### src/rtl/core/assert_macros.svh
// Assertion macros used by the range add/assign sum tree controller.
`ifndef ASSERT_MACROS_SVH
`define ASSERT_MACROS_SVH

// Property holds at every clock edge outside reset.
`define ASSERT_ALWAYS(lbl, prop, msg) \
  lbl: assert property (@(posedge clk) disable iff (rst) (prop)) else $error(msg);

// Antecedent in one cycle implies consequent in the next.
`define ASSERT_NEXT(lbl, ante, cons, msg) \
  lbl: assert property (@(posedge clk) disable iff (rst) (ante) |=> (cons)) else $error(msg);

`endif

### src/rtl/core/ratst_pkg.sv
// Types and constants shared by the range add/assign sum tree modules.
package ratst_pkg;

  localparam int SUM_W = 64;
  localparam int VAL_W = 32;
  localparam int IDX_W = 10;

  typedef enum logic [1:0] {
    KIND_NONE   = 2'd0,
    KIND_ASSIGN = 2'd1,
    KIND_ADD    = 2'd2
  } kind_t;

  typedef enum logic [1:0] {
    OP_ADD    = 2'd0,
    OP_ASSIGN = 2'd1,
    OP_QUERY  = 2'd2
  } op_t;

  typedef enum logic [1:0] {
    PH_ENTER = 2'd0,
    PH_LEFT  = 2'd1,
    PH_RIGHT = 2'd2
  } phase_t;

  // where the tag sequence goes when its write is done
  typedef enum logic [1:0] {
    RET_POP = 2'd0,
    RET_PR  = 2'd1,
    RET_CLR = 2'd2
  } tret_t;

  typedef struct packed {
    kind_t             kind;
    logic [SUM_W-1:0]  val;
    logic [SUM_W-1:0]  sum;
  } node_t;

  typedef struct packed {
    logic clear_wr;
    logic load;
    logic rd_en;
    logic tag_ld;
    logic tag_par;
    logic user_add;
    logic tag_wr;
    logic par_cap;
    logic par_clr_wr;
    logic lsum_cap;
    logic sum_wr;
    logic acc_add;
  } dp_cmd_t;

  typedef struct packed {
    logic rd_none;
  } dp_sts_t;

endpackage

### src/rtl/core/ratst_ctrl.sv
// Controller: clearing pass, traversal stack and tree-walk sequencer.
`include "assert_macros.svh"

module ratst_ctrl import ratst_pkg::*; #(
  parameter int NUM_ELEMENTS = 1024,
  parameter int IW           = 10,
  parameter int LW           = 11,
  parameter int AW           = 12,
  parameter int SLOTS        = 4096
) (
  input  logic             clk,
  input  logic             rst,
  input  logic             start,
  output logic             busy,
  input  logic [1:0]       op,
  input  logic [IDX_W-1:0] lo_index,
  input  logic [IDX_W-1:0] hi_index,
  output dp_cmd_t          dp_cmd,
  input  dp_sts_t          dp_sts,
  output logic [AW-1:0]    addr,
  output logic [LW-1:0]    len,
  output logic             result_valid
);

  localparam int DEPTH = IW + 1;
  localparam int SPW   = (DEPTH > 1) ? $clog2(DEPTH) : 1;
  localparam int XW    = (IW > IDX_W) ? IW : IDX_W;

  typedef enum logic [15:0] {
    S_IDLE    = 16'h0001,
    S_CLEAR   = 16'h0002,
    S_ENTER   = 16'h0004,
    S_TAG_RD  = 16'h0008,
    S_TAG_MUL = 16'h0010,
    S_TAG_WR  = 16'h0020,
    S_Q_RD    = 16'h0040,
    S_Q_ACC   = 16'h0080,
    S_PAR_RD  = 16'h0100,
    S_PAR_CHK = 16'h0200,
    S_PAR_CLR = 16'h0400,
    S_SUM_L   = 16'h0800,
    S_SUM_R   = 16'h1000,
    S_SUM_W   = 16'h2000,
    S_POP     = 16'h4000,
    S_DONE    = 16'h8000
  } state_t;

  state_t          state, state_next;
  logic [AW-1:0]   stk_node [DEPTH];
  logic [IW-1:0]   stk_s    [DEPTH];
  logic [IW-1:0]   stk_e    [DEPTH];
  phase_t          stk_ph   [DEPTH];
  logic [SPW-1:0]  sp;
  logic [AW-1:0]   clr_cnt;
  logic [IW-1:0]   lo_r, hi_r;
  logic            is_query, is_add;
  tret_t           tret;

  logic [AW-1:0]   cur_node, l_node, r_node;
  logic [IW-1:0]   cur_s, cur_e, cur_m;
  phase_t          cur_ph;
  logic [LW-1:0]   m_full;
  logic            covered, outside;
  logic [XW-1:0]   lo_x, hi_x, hi_c;
  logic            live, accept, descend;

  assign cur_node = stk_node[sp];
  assign cur_s    = stk_s[sp];
  assign cur_e    = stk_e[sp];
  assign cur_ph   = stk_ph[sp];
  assign m_full   = (LW'(cur_s) + LW'(cur_e)) >> 1;
  assign cur_m    = m_full[IW-1:0];
  assign l_node   = {cur_node[AW-2:0], 1'b0};
  assign r_node   = {cur_node[AW-2:0], 1'b1};
  assign covered  = (lo_r <= cur_s) && (cur_e <= hi_r);
  assign outside  = (cur_s > hi_r) || (lo_r > cur_e);

  // clip hi to the array, then check for an empty range
  assign lo_x   = XW'(lo_index);
  assign hi_x   = XW'(hi_index);
  assign hi_c   = (hi_x > XW'(NUM_ELEMENTS - 1)) ? XW'(NUM_ELEMENTS - 1) : hi_x;
  assign live   = (lo_x <= hi_c);
  assign busy   = (state != S_IDLE);
  assign accept = start && !busy;

  assign descend = ((state == S_PAR_CHK) && dp_sts.rd_none) || (state == S_PAR_CLR);
  assign result_valid = (state == S_DONE);

  always_comb begin
    state_next = state;
    case (state)
      S_IDLE: begin
        if (accept) begin
          case (op)
            OP_ADD, OP_ASSIGN: state_next = live ? S_ENTER : S_IDLE;
            OP_QUERY:          state_next = live ? S_ENTER : S_DONE;
            default:           state_next = S_IDLE;
          endcase
        end
      end
      S_CLEAR:   state_next = (clr_cnt == AW'(SLOTS - 1)) ? S_IDLE : S_CLEAR;
      S_ENTER: begin
        case (cur_ph)
          PH_ENTER: begin
            if (outside) begin
              state_next = S_POP;
            end else if (covered) begin
              state_next = is_query ? S_Q_RD : S_TAG_RD;
            end else begin
              state_next = S_PAR_RD;
            end
          end
          PH_LEFT:  state_next = S_ENTER;
          default:  state_next = is_query ? S_POP : S_SUM_L;
        endcase
      end
      S_TAG_RD:  state_next = S_TAG_MUL;
      S_TAG_MUL: state_next = S_TAG_WR;
      S_TAG_WR: begin
        case (tret)
          RET_PR:  state_next = S_TAG_RD;
          RET_CLR: state_next = S_PAR_CLR;
          default: state_next = S_POP;
        endcase
      end
      S_Q_RD:    state_next = S_Q_ACC;
      S_Q_ACC:   state_next = S_POP;
      S_PAR_RD:  state_next = S_PAR_CHK;
      S_PAR_CHK: state_next = dp_sts.rd_none ? S_ENTER : S_TAG_RD;
      S_PAR_CLR: state_next = S_ENTER;
      S_SUM_L:   state_next = S_SUM_R;
      S_SUM_R:   state_next = S_SUM_W;
      S_SUM_W:   state_next = S_POP;
      S_POP: begin
        if (sp == '0) begin
          state_next = is_query ? S_DONE : S_IDLE;
        end else begin
          state_next = S_ENTER;
        end
      end
      S_DONE:    state_next = S_IDLE;
      default:   state_next = S_IDLE;
    endcase
  end

  always_ff @(posedge clk) begin
    if (rst) begin
      state   <= S_CLEAR;
      clr_cnt <= '0;
      sp      <= '0;
    end else begin
      state <= state_next;
      if (state == S_CLEAR) begin
        clr_cnt <= clr_cnt + AW'(1);
      end
      if ((state == S_IDLE) && accept) begin
        sp          <= '0;
        stk_node[0] <= AW'(1);
        stk_s[0]    <= '0;
        stk_e[0]    <= IW'(NUM_ELEMENTS - 1);
        stk_ph[0]   <= PH_ENTER;
        lo_r        <= lo_x[IW-1:0];
        hi_r        <= hi_c[IW-1:0];
        is_query    <= (op == OP_QUERY);
        is_add      <= (op == OP_ADD);
      end
      if ((state == S_ENTER) && (cur_ph == PH_ENTER) && !outside && covered) begin
        tret <= RET_POP;
      end
      if ((state == S_PAR_CHK) && !dp_sts.rd_none) begin
        tret <= RET_PR;
      end
      if ((state == S_TAG_WR) && (tret == RET_PR)) begin
        tret <= RET_CLR;
      end
      if (descend) begin
        stk_ph[sp]             <= PH_LEFT;
        stk_node[sp + SPW'(1)] <= l_node;
        stk_s[sp + SPW'(1)]    <= cur_s;
        stk_e[sp + SPW'(1)]    <= cur_m;
        stk_ph[sp + SPW'(1)]   <= PH_ENTER;
        sp                     <= sp + SPW'(1);
      end
      if ((state == S_ENTER) && (cur_ph == PH_LEFT)) begin
        stk_ph[sp]             <= PH_RIGHT;
        stk_node[sp + SPW'(1)] <= r_node;
        stk_s[sp + SPW'(1)]    <= cur_m + IW'(1);
        stk_e[sp + SPW'(1)]    <= cur_e;
        stk_ph[sp + SPW'(1)]   <= PH_ENTER;
        sp                     <= sp + SPW'(1);
      end
      if ((state == S_POP) && (sp != '0)) begin
        sp <= sp - SPW'(1);
      end
    end
  end

  // address and length for the datapath
  always_comb begin
    addr = cur_node;
    case (state)
      S_CLEAR: addr = clr_cnt;
      S_TAG_RD, S_TAG_MUL, S_TAG_WR: begin
        case (tret)
          RET_PR:  addr = l_node;
          RET_CLR: addr = r_node;
          default: addr = cur_node;
        endcase
      end
      S_SUM_L: addr = l_node;
      S_SUM_R: addr = r_node;
      default: addr = cur_node;
    endcase
  end

  always_comb begin
    case (tret)
      RET_PR:  len = LW'(cur_m) - LW'(cur_s) + LW'(1);
      RET_CLR: len = LW'(cur_e) - LW'(cur_m);
      default: len = LW'(cur_e) - LW'(cur_s) + LW'(1);
    endcase
  end

  always_comb begin
    dp_cmd            = '0;
    dp_cmd.clear_wr   = (state == S_CLEAR);
    dp_cmd.load       = (state == S_IDLE) && accept;
    dp_cmd.rd_en      = (state == S_TAG_RD) || (state == S_Q_RD) || (state == S_PAR_RD) ||
                        (state == S_SUM_L) || (state == S_SUM_R);
    dp_cmd.tag_ld     = (state == S_TAG_RD);
    dp_cmd.tag_par    = (tret != RET_POP);
    dp_cmd.user_add   = is_add;
    dp_cmd.tag_wr     = (state == S_TAG_WR);
    dp_cmd.par_cap    = (state == S_PAR_CHK);
    dp_cmd.par_clr_wr = (state == S_PAR_CLR);
    dp_cmd.lsum_cap   = (state == S_SUM_R);
    dp_cmd.sum_wr     = (state == S_SUM_W);
    dp_cmd.acc_add    = (state == S_Q_ACC);
  end

  `ASSERT_NEXT(a_strobe_single, result_valid, !result_valid, "result strobe held over two cycles")
  `ASSERT_ALWAYS(a_sp_bound, sp <= SPW'(DEPTH - 1), "traversal stack overflow")
  `ASSERT_ALWAYS(a_frame_order, (state == S_ENTER) |-> (cur_s <= cur_e), "empty frame on stack")
  `ASSERT_ALWAYS(a_idle_quiet,
                 (state == S_IDLE) |-> !(dp_cmd.tag_wr || dp_cmd.sum_wr || dp_cmd.par_clr_wr),
                 "tree write while idle")

endmodule

### config.mk
export PLATFORM = sky130hd
export DESIGN_NAME = ratst_ctrl
export DESIGN_NICKNAME = d
export VERILOG_FILES = /design/src/rtl/core/ratst_pkg.sv /design/src/rtl/core/ratst_ctrl.sv
export VERILOG_INCLUDE_DIRS = /design/src /design/src/rtl/core
export SDC_FILE = /design/constraint.sdc
export NUM_CORES = 1
export LEC_CHECK = 0
export ABC_AREA = 0
export BUFFER_PORTS_ARGS = -buffer_cell sky130_fd_sc_hd__buf_2
export CAP_MARGIN = 20
export CORE_ASPECT_RATIO = 1.5
export CORE_MARGIN = 2
export CORE_UTILIZATION = 41
export CTS_CLUSTER_DIAMETER = 100
export DETAILED_ROUTE_END_ITERATION = 10
export MAX_ROUTING_LAYER = met4
export PLACE_DENSITY = 0.66
export SLEW_MARGIN = 20
export SYNTH_ARGS = -nofsm -noshare
export SYNTH_HDL_FRONTEND = slang
export SYNTH_SLANG_ARGS = --single-unit
### constraint.sdc
create_clock -name clk -period 6.3 [get_ports clk]
set_input_delay 0.315 -clock clk [delete_from_list [all_inputs] [get_ports clk]]
set_output_delay 0.315 -clock clk [all_outputs]
set_load 0.02 [all_outputs]
======== After elaboration in Yosys (flattened, before gate mapping) ========
Memory sizes are Yosys's and may differ from the RTL's. A register that Yosys moved wholly into a read port is not among the register bits.
Cells that the tools add are included.
Widths: inputs -> output; s select.
word-level totals
  register bits ........................... 56
  output and inout port bits .............. 37
  memory bits (writable) .................. 374
  word-level logic and storage cells ...... 153
  memories ................................ 4
memory list
  memory    depth  width  rd ports  clocked after Yosys merged registers in  wr ports  line              source
  stk_node  11     12     1         1                                        1         ratst_ctrl.sv:49  logic [AW-1:0] stk_node [DEPTH];
  stk_e     11     10     1         1                                        1         ratst_ctrl.sv:51  logic [IW-1:0] stk_e [DEPTH];
  stk_s     11     10     1         1                                        1         ratst_ctrl.sv:50  logic [IW-1:0] stk_s [DEPTH];
  stk_ph    11     2      1         1                                        2         ratst_ctrl.sv:52  phase_t stk_ph [DEPTH];
operators by class
  mux-type cells .......................... 59
  reduce and logical (&&, ||, !) cells .... 36
  equal/unequal tests ..................... 24
  add/sub/neg operators ................... 10
  bitwise operators ....................... 6
  order comparisons ....................... 6
operators with widths
  operator               number
  $pmux 16 s14           1
  $mux 4                 17
  $mux 16                4
  $pmux 16 s2            2
  $mux 10                5
  $pmux 12 s4            1
  $sub 10x10->11         3
  $le 10x10->1           3
  $mux 15                2
  $pmux 15 s2            1
  $mux 12                2
  $pmux 12 s2            1
  $add 11x1->11 const B  2
  $pmux 11 s2            1
  $gt 10x10->1           2
  $reduce_or 10->1       2
  $eq 16x1->1 const B    1
  $eq 16x10->1 const B   1
  $eq 16x11->1 const B   1
  $eq 16x12->1 const B   1
  $eq 16x13->1 const B   1
  $eq 16x14->1 const B   1
  $eq 16x15->1 const B   1
  $eq 16x16->1 const B   1
  38 further kinds       84

======== Logic depth before layout (Yosys ltp) ========
  depth in word-level cells ............... 10
  depth in mapped cells ................... 23

======== Least setup slack after synthesis ========
No wires, ideal clock.
  path kind ............................... reg-to-output
  from .................................... register (tool-made name)
  to ...................................... output len[10]
  path slack .............................. 450 ps
  data required time ...................... 5985 ps
  arrival time ............................ 5535 ps
  cell stages (with the launch flop) ...... 20
  cells stage by stage .................... dfxtp_1 > buf_4 > buf_1 > mux4_2 > mux4_2 > ha_1 > or3b_2 > o211ai_1 > nor2_1 > xnor2_1 > inv_1 > ha_1 > ha_1 > nand3_1 > o211ai_1 > o41ai_1 > o21ai_0 > xnor2_1 > a21boi_0 > o32ai_1
RTL lines
  what       line              source
  to (decl)  ratst_ctrl.sv:21  output logic [LW-1:0] len,

==> impl_results.md <==
* Status: completed
* Area growth syn-to-layout at 13.7%
* Post-route ant nets at 0
* HPWL after detailed placement at 36800 microns
* Sequential share of the synthesized area at 58.8%
* Sw Ratio at 22.7%
* Finished Layout Cells at 2317
* Period utilisation layout at 96.5%
* Cell Pwr Density at 247 nW/um^2
* Placed Area at 22400 sq um
* Hold_ws at 0.0550 ns
* Crit Reg-Reg Endpoint: stk_s[3][9]
* Tightest Hold Check Type: in -> reg
* Avg Cell Area, Syn at 14.0 sq um
* Post-synth EDFFs at 376
* Die ar. at 53500 sq um
* Initial antenna violation count at 0
* Fin nets at 1760
* F_max at 165 MHz
* Slew HR at 30.8%
* Distinct cell type count after synthesis at 83
* Vias post-DR at 13300
* Comb pwr share at 6.2%
* Final setup viols at 0
* Syn. warnings at 0
* Synth area leaders: edfxtp_1 53%, mux4_2 8.9%, ha_1 7.1%
* Post-Syn Nets at 1660
* Setup Crit Path Kind: reg -> out
* Synth async-reset ratio at 0%
* Overall Power at 0.00594 W
* DRT Pass-1 Iters at 5
* CTS max path bufs at 3
* Final WS setup at 0.223 ns
* Synth cell count leaders: 376 x edfxtp_1, 120 x ha_1, 108 x nor2_1
* Post-route cell area at 24100 sq um
* Die Y at 282 microns
* Gr usage total at 21.0%
* Mapped Cells at 1510
* Reg2Reg Setup Slack at 1.37 ns
* H-tree depth at 2
* Avg WL per Cell at 23.6 microns
* Share of cells above drive strength 1 at 20.8%
* IO Pins at 63
* Largest net degree at the start of global routing at 42
* Die W at 189 microns
* Clock power share at 41.5%
* Number of max-cap violations at 0
* Seq pwr share at 52.3%
* GPL Wtd Cong at 0.966
* Critical Path RT at 5.98 ns
* Worst skew pair latency at 0.58 ns
* Worst setup SP type: flop
* Critical path arrival at 5.76 ns
* Worst slew pin tran at 1.04 ns
* Reg2Reg Depth at 11
* Main flop type after synthesis: edfxtp_1
* Initial DRC count at 1101
* Cells after DPL at 2219
* Cell Area, Synth at 21200 sq um
* Core Box Area at 51300 sq um
* Num CTS Buffers at 40
* Antenna Cells at 0
* Number of port buffers at 62
* Pleak at 9.35 nW
* Synth area leader: edfxtp_1
* Grt total ovfl at 0
* Clock sink total at 434
* Rows at 102
* Vias in the first global route at 13800
* Worst slack, placed at 0.423 ns
* Worst setup EP type: output port
* Root buffer cell: clkbuf_16
* Worst hold start: op[0]
* First-pass GRT wire length at 82100 microns
* Total wire length at 54700 microns
* Worst Hold Endpoint: is_add
* Post-synthesis register bit count at 434
* Worst Skew at 0.0347 ns
* Final Max Tran Viols at 0
* Remaining DRCs at 0
* Switch Pwr at 0.00135 W
* Hold Path Depth at 2
* Clk slew on worst S/H paths at 0.07 ns
* Post-layout minimum cycle time at 6.08 ns
* Max VDD drop at 0.000169 V
* Crit Path Max Fanout at 12
* TritonCTS clock tree: done
* Initial Util at 41.2%
* Endpoints failing hold at 0
* Post-DR vias/cell at 5.74
* Top-count cell post-synth: edfxtp_1
* Internal at 0.00459 W
* Yosys top cell area share at 53.4%
## cell type report
cell class                 count  area, sq um
clock buffer                  48         1070
tap                          676          846
fill                        4461        27200
inverter                      82          308
clock inverter                25          273
multi-input combinational    927         8220
timing repair buffer         125          877
sequential                   434        12500
## critical path, stage by stage (launching register included)
cell,delay [ns]
dfxtp_4,0.44
buf_12,0.18
mux4_2,0.51
mux4_2,0.53
inv_1,0.11
ha_2,0.34
or3b_2,0.51
o211ai_1,0.14
nor2_1,0.09
xnor2_1,0.19
inv_1,0.06
ha_1,0.28
ha_1,0.38
nand3_1,0.14
o211ai_1,0.14
o41ai_2,0.36
o21ai_0,0.17
xnor2_1,0.15
a21boi_0,0.10
o32ai_1,0.16
buf_2,0.22
## through the flow
stage	setup TNS, ns	util, %
floorplan	0	-
finish	0	46.9
detailed placement	0	43.7
CTS	0	46.7
global route	-0.0324	46.9
global placement	0	43.7
## flip-flops by register name, summed over array words and instances, names as in the netlist, 2 cells and up, named ones only
signal and count:
stk_ph 22, stk_node 132, state 16, stk_s 110
clr_cnt 12, hi_r 10, lo_r 10, tret 2
stk_e 110, sp 4
## layout by cell type (no fill, tap or decap), types with 12 or more instances in the layout
cell / n
buf_2: 62
buf_4: 40
nand4_1: 20
mux2i_1: 18
ha_1: 116
nand3_1: 18
nor2_1: 105
dfxtp_1: 54
o21ai_0: 40
inv_1: 80
nor2b_1: 23
clkbuf_16: 40
edfxtp_1: 376
nor3_1: 13
dlygate4sd3_1: 18
mux2_2: 37
or3_1: 12
xor2_1: 14
a21oi_1: 94
a211oi_1: 17
a21o_1: 20
nand2b_1: 21
xnor2_1: 30
nand2_1: 56
mux4_2: 84
a22oi_1: 23
## cells by family (layout without fill, tap and decap cells)
| logic type | Yosys count | in the layout | synth area share [%] |
|---|---|---|---|
| flops | 434 | 434 | 58.8 |
| xor+xnor | 45 | 45 | 1.86 |
| fa+ha+maj | 124 | 124 | 7.47 |
| simple gates | 342 | 342 | 8.75 |
| compound gates | 276 | 276 | 8.40 |
| mux | 140 | 140 | 11.8 |
| buf+inv | 149 | 280 | 2.85 |
## what timing repair did
action | CTS | global route
setup endpoints to repair | 3 | 4
hold endpoints to repair | 18 | 0
setup buffers | 1 | 6
resized for setup | 2 | 11
pin swaps | 0 | 1
hold buffers | 18 | 0
## worst max path at each step
| stage | end | start | slack [ns] |
|---|---|---|---|
| 2_1_floorplan | len[10] | flop | 0.45 |
| 3_3_place_gp | len[10] | flop | 0.47 |
| 3_5_place_dp | len[10] | flop | 0.42 |
| 4_1_cts | len[10] | flop | 0.05 |
| 5_1_grt | len[10] | flop | -0.03 |
| 6_report | len[10] | flop | 0.22 |
## power groups by stage
stage	sequential [W]	clock, W	combinational (W)
after global routing	0.00311	0.00261	0.000404
final	0.00311	0.00246	0.000369
after floorplan	0.00316	0	0.000231
after global placement	0.00317	0	0.000354
after detailed placement	0.00317	0	0.000356
after CTS	0.00311	0.00251	0.000367
## layer usage
metal | global-route usage, % | routed length, microns
met2 | 36.5 | 28100
met3 | 1.86 | 2150
met4 | 10.2 | 2600
met5 | - | 0
met1 | 24.7 | 21900
(Power assumes the default switching activity.)
